`config.mk`:
```
export PLATFORM = sky130hd
export DESIGN_NAME = insertion_sorter_core
export DESIGN_NICKNAME = d
export VERILOG_FILES = /design/src/hw/rtl/isrt_pkg.sv /design/src/hw/rtl/isrt_front.sv /design/src/hw/rtl/isrt_back.sv /design/src/hw/rtl/insertion_sorter_core.sv
export SDC_FILE = /design/constraint.sdc
export NUM_CORES = 2
export LEC_CHECK = 0
export BUFFER_PORTS_ARGS = -buffer_cell sky130_fd_sc_hd__buf_2
export CAP_MARGIN = 20
export CORE_MARGIN = 2
export CORE_UTILIZATION = 30
export DETAILED_ROUTE_END_ITERATION = 6
export PLACE_DENSITY = 0.49
export SETUP_SLACK_MARGIN = 0.5
export SKIP_CTS_REPAIR_TIMING = 1
export SLEW_MARGIN = 0
export SYNTH_ARGS = -nofsm -noshare
export SYNTH_HDL_FRONTEND = slang
export SYNTH_SLANG_ARGS = --single-unit
```
`constraint.sdc`:
```
create_clock -name clock -period 9.8 [get_ports clock]
set_clock_uncertainty 0.05 [all_clocks]
set_input_delay 1.96 -clock clock [delete_from_list [all_inputs] [get_ports clock]]
set_output_delay 1.96 -clock clock [all_outputs]
set_load 0.02 [all_outputs]
```
`src/hw/rtl/isrt_pkg.sv`:
```
package isrt_pkg;

   localparam int STORE_DEPTH_DEFAULT = 32;
   localparam int VALUE_WIDTH         = 32;
   localparam int QUEUE_DEPTH         = 2;

   typedef struct packed {
      logic signed [VALUE_WIDTH-1:0] sample_value;
      logic                          end_of_run;
   } item_type;

endpackage

```
`src/hw/rtl/isrt_front.sv`:
```
module isrt_front (
   input  logic                                clock,
   input  logic                                reset,
   input  logic                                req_valid,
   output logic                                req_ready,
   input  logic signed [isrt_pkg::VALUE_WIDTH-1:0] req_sample_value,
   input  logic                                req_end_of_run,
   output logic                                q_valid,
   input  logic                                q_ready,
   output isrt_pkg::item_type                  q_item
);

   localparam int PtrWidth   = $clog2(isrt_pkg::QUEUE_DEPTH);
   localparam int CountWidth = $clog2(isrt_pkg::QUEUE_DEPTH + 1);

   isrt_pkg::item_type          slot_ff [isrt_pkg::QUEUE_DEPTH];
   logic [PtrWidth-1:0]         wr_ptr_ff, wr_ptr_in;
   logic [PtrWidth-1:0]         rd_ptr_ff, rd_ptr_in;
   logic [CountWidth-1:0]       fill_ff, fill_in;
   logic                        push, pop;

   assign req_ready = (fill_ff != CountWidth'(isrt_pkg::QUEUE_DEPTH));
   assign q_valid   = (fill_ff != '0);
   assign q_item    = slot_ff[rd_ptr_ff];
   assign push      = req_valid && req_ready;
   assign pop       = q_valid && q_ready;

   always_comb begin
      wr_ptr_in = wr_ptr_ff;
      rd_ptr_in = rd_ptr_ff;
      fill_in   = fill_ff;
      if (push) begin
         wr_ptr_in = (wr_ptr_ff == PtrWidth'(isrt_pkg::QUEUE_DEPTH - 1)) ? '0 : wr_ptr_ff + 1'b1;
      end
      if (pop) begin
         rd_ptr_in = (rd_ptr_ff == PtrWidth'(isrt_pkg::QUEUE_DEPTH - 1)) ? '0 : rd_ptr_ff + 1'b1;
      end
      if (push && !pop) begin
         fill_in = fill_ff + 1'b1;
      end else if (pop && !push) begin
         fill_in = fill_ff - 1'b1;
      end
   end

   always_ff @(posedge clock) begin
      if (reset) begin
         wr_ptr_ff <= '0;
         rd_ptr_ff <= '0;
         fill_ff   <= '0;
      end else begin
         wr_ptr_ff <= wr_ptr_in;
         rd_ptr_ff <= rd_ptr_in;
         fill_ff   <= fill_in;
      end
   end

   always_ff @(posedge clock) begin
      if (push) begin
         slot_ff[wr_ptr_ff].sample_value <= req_sample_value;
         slot_ff[wr_ptr_ff].end_of_run   <= req_end_of_run;
      end
   end

endmodule

```
`src/hw/rtl/isrt_back.sv`:
```
module isrt_back #(
   parameter int STORE_DEPTH = isrt_pkg::STORE_DEPTH_DEFAULT
) (
   input  logic                                    clock,
   input  logic                                    reset,
   input  logic                                    q_valid,
   output logic                                    q_ready,
   input  isrt_pkg::item_type                      q_item,
   output logic                                    rsp_valid,
   input  logic                                    rsp_ready,
   output logic signed [isrt_pkg::VALUE_WIDTH-1:0] rsp_sorted_value,
   output logic                                    rsp_final_result,
   output logic                                    rsp_dropped_flag
);

   localparam int CountWidth = $clog2(STORE_DEPTH + 1);

   typedef enum logic {
      INSERT,
      DRAIN
   } mode_type;

   mode_type                             mode_ff, mode_in;
   logic signed [isrt_pkg::VALUE_WIDTH-1:0] cell_ff [STORE_DEPTH];
   logic signed [isrt_pkg::VALUE_WIDTH-1:0] ins_in  [STORE_DEPTH];
   logic signed [isrt_pkg::VALUE_WIDTH-1:0] drn_in  [STORE_DEPTH];
   logic [STORE_DEPTH-1:0]               gt;
   logic [STORE_DEPTH-1:0]               take;
   logic [CountWidth-1:0]                count_ff, count_in;
   logic                                 overflow_ff, overflow_in;
   logic                                 rsp_valid_ff, rsp_valid_in;
   logic signed [isrt_pkg::VALUE_WIDTH-1:0] rsp_value_ff, rsp_value_in;
   logic                                 rsp_final_ff, rsp_final_in;
   logic                                 rsp_drop_ff, rsp_drop_in;
   logic                                 pop, full, load, last_out;

   assign q_ready = (mode_ff == INSERT);
   assign pop     = q_valid && q_ready;
   assign full    = (count_ff == CountWidth'(STORE_DEPTH));
   assign load    = (mode_ff == DRAIN) && (!rsp_valid_ff || rsp_ready);
   assign last_out = (count_ff == CountWidth'(1));

   assign rsp_valid        = rsp_valid_ff;
   assign rsp_sorted_value = rsp_value_ff;
   assign rsp_final_result = rsp_final_ff;
   assign rsp_dropped_flag = rsp_drop_ff;

   // each cell compares the new value against its own content in parallel
   for (genvar i = 0; i < STORE_DEPTH; i++) begin : g_cell
      assign gt[i]   = (CountWidth'(i) < count_ff) && (cell_ff[i] > q_item.sample_value);
      assign take[i] = gt[i] || (CountWidth'(i) == count_ff);
      if (i == 0) begin : g_head
         assign ins_in[i] = take[i] ? q_item.sample_value : cell_ff[i];
      end else begin : g_body
         assign ins_in[i] = !take[i] ? cell_ff[i] :
                            gt[i-1]  ? cell_ff[i-1] : q_item.sample_value;
      end
      if (i == STORE_DEPTH - 1) begin : g_tail
         assign drn_in[i] = cell_ff[i];
      end else begin : g_shift
         assign drn_in[i] = cell_ff[i+1];
      end
   end

   always_comb begin
      mode_in      = mode_ff;
      count_in     = count_ff;
      overflow_in  = overflow_ff;
      rsp_valid_in = rsp_valid_ff;
      rsp_value_in = rsp_value_ff;
      rsp_final_in = rsp_final_ff;
      rsp_drop_in  = rsp_drop_ff;
      if (rsp_valid_ff && rsp_ready) begin
         rsp_valid_in = 1'b0;
      end
      case (mode_ff)
         INSERT: begin
            if (pop) begin
               if (full) begin
                  overflow_in = 1'b1;
               end else begin
                  count_in = count_ff + 1'b1;
               end
               if (q_item.end_of_run) begin
                  mode_in = DRAIN;
               end
            end
         end
         DRAIN: begin
            if (load) begin
               rsp_valid_in = 1'b1;
               rsp_value_in = cell_ff[0];
               rsp_final_in = last_out;
               rsp_drop_in  = overflow_ff;
               count_in     = count_ff - 1'b1;
               if (last_out) begin
                  overflow_in = 1'b0;
                  mode_in     = INSERT;
               end
            end
         end
         default: begin
            mode_in = INSERT;
         end
      endcase
   end

   always_ff @(posedge clock) begin
      if (reset) begin
         mode_ff      <= INSERT;
         count_ff     <= '0;
         overflow_ff  <= 1'b0;
         rsp_valid_ff <= 1'b0;
      end else begin
         mode_ff      <= mode_in;
         count_ff     <= count_in;
         overflow_ff  <= overflow_in;
         rsp_valid_ff <= rsp_valid_in;
      end
   end

   always_ff @(posedge clock) begin
      rsp_value_ff <= rsp_value_in;
      rsp_final_ff <= rsp_final_in;
      rsp_drop_ff  <= rsp_drop_in;
      for (int i = 0; i < STORE_DEPTH; i++) begin
         if (pop && !full) begin
            cell_ff[i] <= ins_in[i];
         end else if (load) begin
            cell_ff[i] <= drn_in[i];
         end
      end
   end

   a_count_bound: assert property (@(posedge clock) disable iff (reset)
      count_ff <= CountWidth'(STORE_DEPTH))
      else $error("held count beyond store depth");

   a_drain_nonempty: assert property (@(posedge clock) disable iff (reset)
      (mode_ff == DRAIN) |-> (count_ff != '0))
      else $error("draining an empty store");

   a_run_closes: assert property (@(posedge clock) disable iff (reset)
      (load && last_out) |=> (count_ff == '0 && !overflow_ff && mode_ff == INSERT))
      else $error("store not emptied after final beat");

   a_no_pop_in_drain: assert property (@(posedge clock) disable iff (reset)
      (mode_ff == DRAIN) |-> !q_ready)
      else $error("queue popped while draining");

endmodule

```
`src/hw/rtl/insertion_sorter_core.sv`:
```
// Stable insertion sorter for runs of signed 32-bit values.
//
// Input channel (req_): one value per beat, req_end_of_run high on the last
// value of a run. Beats pass a two-entry queue into a chain of STORE_DEPTH
// compare-and-shift cells, one value per cycle while filling. Equal values
// keep their arrival order. Values past STORE_DEPTH are dropped and flagged.
//
// Result channel (rsp_): once the marked beat is in the chain, the run leaves
// in ascending order, one beat per cycle while rsp_ready is high, from a
// registered output stage, rsp_final_result on the last beat and
// rsp_dropped_flag on every beat of a run that lost values. The first result
// follows the marked beat through queue, cell update and output register.
//
// Throughput: one input beat per cycle while a run fills; a run's held values
// then drain, during which the chain takes no new values and only the queue
// keeps accepting. A stalled receiver holds the output register and the
// drain, and the queue fills in turn.
//
// Reset clears the queue, the held count, the overflow mark and the output
// valid; cell contents are not cleared.
module insertion_sorter_core #(
   parameter int STORE_DEPTH = isrt_pkg::STORE_DEPTH_DEFAULT
) (
   input  logic                                    clock,
   input  logic                                    reset,
   input  logic                                    req_valid,
   output logic                                    req_ready,
   input  logic signed [isrt_pkg::VALUE_WIDTH-1:0] req_sample_value,
   input  logic                                    req_end_of_run,
   output logic                                    rsp_valid,
   input  logic                                    rsp_ready,
   output logic signed [isrt_pkg::VALUE_WIDTH-1:0] rsp_sorted_value,
   output logic                                    rsp_final_result,
   output logic                                    rsp_dropped_flag
);

   logic               q_valid;
   logic               q_ready;
   isrt_pkg::item_type q_item;

   isrt_front u_front (
      .clock            (clock),
      .reset            (reset),
      .req_valid        (req_valid),
      .req_ready        (req_ready),
      .req_sample_value (req_sample_value),
      .req_end_of_run   (req_end_of_run),
      .q_valid          (q_valid),
      .q_ready          (q_ready),
      .q_item           (q_item)
   );

   isrt_back #(
      .STORE_DEPTH (STORE_DEPTH)
   ) u_back (
      .clock            (clock),
      .reset            (reset),
      .q_valid          (q_valid),
      .q_ready          (q_ready),
      .q_item           (q_item),
      .rsp_valid        (rsp_valid),
      .rsp_ready        (rsp_ready),
      .rsp_sorted_value (rsp_sorted_value),
      .rsp_final_result (rsp_final_result),
      .rsp_dropped_flag (rsp_dropped_flag)
   );

endmodule

```
==> flow_results.org <==
** Outcome
- Status :: finished clean

** Final layout
- Non-filler cells in the finished layout :: 10850
- Fraction of the core area covered by cells at the end of the flow :: 0.3389
- Area of all placed cells without fillers :: 0.08716 mm^2
- Fill cells :: 25750
- NumNets Final :: 8411
- Sequential cell area :: 0.03403 mm^2
- Fraction of layout instances using a drive strength above 1 :: 0.1101
- The multi-input combinational cells in the finished layout cover a total of 0.04172 mm^2.
- Relative to the synthesized area, the layout overhead comes to 12.27%.

** Synthesis
- Most numerous cell types in the synthesized netlist :: sky130_fd_sc_hd__edfxtp_1 (1124), sky130_fd_sc_hd__ha_1 (1029), sky130_fd_sc_hd__a21oi_1 (876), sky130_fd_sc_hd__nor2_1 (863), sky130_fd_sc_hd__nand2_1 (379)
- Post-synthesis async set-or-reset flop share :: 0
- Most frequent cell after synthesis :: sky130_fd_sc_hd__edfxtp_1
- Portion of synthesized cell area occupied by the leading cell type :: 0.4348
- Sorting the synthesized cells by area gives the leading types as sky130_fd_sc_hd__edfxtp_1 (43%), sky130_fd_sc_hd__ha_1 (17%), sky130_fd_sc_hd__a21oi_1 (5.6%), sky130_fd_sc_hd__mux2i_1 (4.8%), sky130_fd_sc_hd__nor2_1 (4.2%).
- sky130_fd_sc_hd__edfxtp_1 takes more of the synthesized area than any other cell.
- During synthesis, Yosys emitted a total of 0 warnings.
- Sequential area share after synthesis :: 0.4384
- Register bit total from synthesis :: 1138
- After synthesis, the mean cell area works out to 10.50 um^2.
- Commonest register cell after synthesis :: sky130_fd_sc_hd__edfxtp_1
- The number of nets handed over by synthesis was 8458.
- Number of flops mapped to enable cells by yosys :: 1124
- The synthesized netlist occupies a cell area of 0.07764 mm^2.
- Count of cell types in the netlist :: 91
- Number of instances in the synthesized netlist :: 7392

** Power
- Of the total power, registers draw 0.336.
- Sw Pwr :: 17.75 mW
- Relative contribution of combinational cells to total power :: 0.522
- Internal power comes to 19.49 mW.
- The share of total power dissipated in the clock network is 0.143.
- Of the total power, the share spent switching nets is 0.4767.
- Summed over all cells, the static leakage comes to 32.12 nW.
- PwrDens :: 427.3 mW/mm^2
- Overall power consumption after layout is estimated at 37.24 mW.
- Worst vdd rail ir drop :: 0.0002587 V

** Place
- In this run, placement finished with an instance count of 10580.
- Half-perimeter wire length after placement :: 221.2 mm
- At the end of routability-driven placement, the weighted congestion stood at 0.8845.
- DP Area :: 0.08245 mm^2
- Placement Setup Slack :: 2.933 ns
- During placement, the flow inserted port buffers numbering 72.

** STA
- Min cycle time layout :: 6.997 ns
- Of the available clock period, the critical path in the final layout requires 0.7140.
- Across all hold checks on the routed design, the worst slack comes to 0.3916 ns.
- After layout, the worst setup slack is 2.803 ns.
- For the pin with the worst max-slew slack, the measured transition is 1.244 ns.
- Setup repair after global routing left no endpoint under its margin.
- Static timing analysis puts the maximum clock frequency at 142.9 MHz.
- Total Negative Setup Slacks :: 0 ns
- Relative max-transition margin :: 0.1631
- The number of slew-limit violations in the final report is 0.
- The final-report hold violation count came to 0.
- Final setup violating endpoints :: 0

** Global route
- Number of global-route vias before repair :: 61750
- First-pass GRT wire length :: 432.8 mm
- Maximum number of pins on one net before global-route repair :: 219
- Global routing finished with a remaining overflow of 0.
- The number of antenna violations at the first check in global routing is 8.
- In the global route stage, overall resource usage came out at 0.2197.

** Die
- Die boundary height :: 512.7 um
- I/O pin count :: 73
- The total area inside the core boundary comes to 0.2572 mm^2.
- The die covers 0.2629 mm^2.
- For this configuration, the core starts out at a cell density of 0.3019.
- Die width :: 512.7 um
- In this run the core area contains 186 standard-cell rows.

** Clock tree
- Clock-pin slew was measured on the worst setup and hold paths at 0.06 ns.
- For this design, the sink count on the clock tree is 1138.
- TritonCTS built the clock tree.
- Bufs on Longest Clock Path :: 3
- At the later pin of the worst-skew pair, clock insertion delay measures 0.82 ns.
- In this run, CTS created clock tree buffers numbering 143.
- Deepest level of the CTS H-tree :: 4
- The tree is rooted in a sky130_fd_sc_hd__clkbuf_16.

** Hold path
- Endpoint of the worst hold-timing path :: u_back.rsp_dropped_flag
- The worst hold path begins at u_back.overflow_ff.
- Cell count of the worst hold path :: 0
- Hold Crit Class :: reg -> reg

** Critical path
- R2R setup slack :: 2.80 ns
- Data arrival, critical path :: 7.46 ns
- Along the worst path, the maximum fanout reaches 65.
- The critical path is of the reg -> reg type.
- STA classifies the critical path startpoint as a flop.
- STA classifies the critical path endpoint as a flop.
- In this run the critical register-to-register path is captured at u_back.cell_ff[0][457].
- Worst path required time :: 10.26 ns
- Reg2Reg Depth :: 14

** Drt
- Vias per std cell :: 5.881
- The first TritonRoute pass finished after 5 iterations.
- The final route contains 63780 vias.
- After detailed routing, the average wire length per cell comes to 27.57 um.
- The first routing iteration left 6706 violations.
- Number of routed nets with antenna violations :: 0
- For this block, the routed nets add up to 299.0 mm of wire.
- After detailed routing, the number of remaining DRC violations is 0.

** Flow run
- The tool flagged a number of max-cap violations equal to 0.
==> per-layer routing <==
metal,track usage,vias up,part of all wire
li1,-,28730,-
met1,0.3075,32070,0.45
met2,0.3387,2477,0.44
met3,0.03573,500,0.070
met4,0.08240,4,0.040
met5,0,-,0.000084
==> power by group through the flow <==
stage          Combinational (mW)  Sequential, mW  Clock (mW)
2_1_floorplan                12.5            11.3           0
5_1_grt                      21.3            12.7        5.56
4_1_cts                      19.0            12.4        5.39
3_3_place_gp                 18.3            12.5           0
6_report                     19.4            12.5        5.31
3_5_place_dp                 18.9            12.5           0
==> worst max-delay path, stage by stage (launching register included) <==
cell and delay [ns]:
sky130_fd_sc_hd__dfxtp_2 0.77, sky130_fd_sc_hd__buf_4 0.36, sky130_fd_sc_hd__mux2_2 0.47, sky130_fd_sc_hd__clkinv_1 0.76, sky130_fd_sc_hd__ha_1 0.62, sky130_fd_sc_hd__nand4_1 0.17, sky130_fd_sc_hd__nor4_1 0.93, sky130_fd_sc_hd__o21ai_0 0.26
sky130_fd_sc_hd__a31oi_1 0.39, sky130_fd_sc_hd__a211o_1 0.18, sky130_fd_sc_hd__o211a_2 0.16, sky130_fd_sc_hd__buf_4 0.55, sky130_fd_sc_hd__a311oi_1 0.17, sky130_fd_sc_hd__nor2_4 0.57, sky130_fd_sc_hd__buf_16 0.24
==> cells in the final DEF (no fill, tap or decap), types with 23 or more instances in the layout <==
cell                        Yosys  layout
sky130_fd_sc_hd__mux2i_1      369     360
sky130_fd_sc_hd__nor2b_1       51      50
sky130_fd_sc_hd__nor4_1        74      74
sky130_fd_sc_hd__o211ai_1      33      33
sky130_fd_sc_hd__a21oi_1      876     862
sky130_fd_sc_hd__o221a_1      118     118
sky130_fd_sc_hd__nand3_1       95      95
sky130_fd_sc_hd__a211oi_2      52      50
sky130_fd_sc_hd__nand2b_1      24      24
sky130_fd_sc_hd__mux2_2        66      66
sky130_fd_sc_hd__a221oi_1      50      50
sky130_fd_sc_hd__nor2_1       863     821
sky130_fd_sc_hd__o22ai_1      141     140
sky130_fd_sc_hd__a211oi_1     209     207
sky130_fd_sc_hd__clkbuf_1     306      42
sky130_fd_sc_hd__nand4_1      208     208
sky130_fd_sc_hd__a21o_1       127     127
sky130_fd_sc_hd__o21ai_2       28      30
sky130_fd_sc_hd__ha_1        1029    1029
sky130_fd_sc_hd__clkbuf_16      0     147
sky130_fd_sc_hd__inv_1        139     111
sky130_fd_sc_hd__buf_4         27     169
sky130_fd_sc_hd__clkinv_1       0      48
sky130_fd_sc_hd__o21ai_0      266     266
sky130_fd_sc_hd__nand2_1      379     377
sky130_fd_sc_hd__nor2_2         2      23
sky130_fd_sc_hd__edfxtp_1    1124    1124
sky130_fd_sc_hd__buf_2         84      77
sky130_fd_sc_hd__a31oi_1       31      27
sky130_fd_sc_hd__nor3_1       241     241
sky130_fd_sc_hd__o221a_2       73      73
==> logic make-up (layout without fill, tap and decap cells) <==
group	Yosys count	in the layout	share of synthesized area
and+or+nand+nor	2036	2036	0.1214
DFF	1138	1138	0.4384
other	0	2	0
muxes	437	437	0.05752
AOI/OAI and AO/OA	2142	2142	0.1829
buffers and inverters	599	666	0.03278
adders and majority gates	1029	1029	0.1658
xor gates and xnor gates	11	11	0.001241
==> area by class of cell <==
type | instances | share of cell area
Antenna cell | 2 | 0.00005742
Clock buffer | 191 | 0.04433
Clock inverter | 68 | 0.007364
Inverter | 141 | 0.006158
Multi-Input combinational cell | 5655 | 0.4786
Sequential cell | 1138 | 0.3905
Tap cell | 3384 | 0.04858
Timing Repair Buffer | 266 | 0.02445
==> registers in the layout, summed over array words and instances, names as in the netlist, named ones only <==
register,cells
u_back.overflow_ff,1
u_back.rsp_valid,1
u_front.wr_ptr_ff,1
u_back.count_ff,6
u_front.slot_ff,66
u_back.cell_ff,1024
u_front.fill_ff,2
u_back.mode_ff,1
u_back.rsp_sorted_value,32
u_front.rd_ptr_ff,1
u_back.rsp_final_result,1
u_back.rsp_dropped_flag,1
==> worst max-delay path by stage <==
stage / start / end / slack, ns
floorplan: flop / u_back.cell_ff[1][288] / 3.74
global placement: flop / u_back.cell_ff[1][149] / 2.59
detailed placement: flop / u_back.cell_ff[0][456] / 2.93
CTS: flop / u_back.cell_ff[0][457] / 2.90
global route: flop / u_back.cell_ff[0][457] / 2.73
finish: flop / u_back.cell_ff[0][457] / 2.80
(Power assumes the default switching activity.)
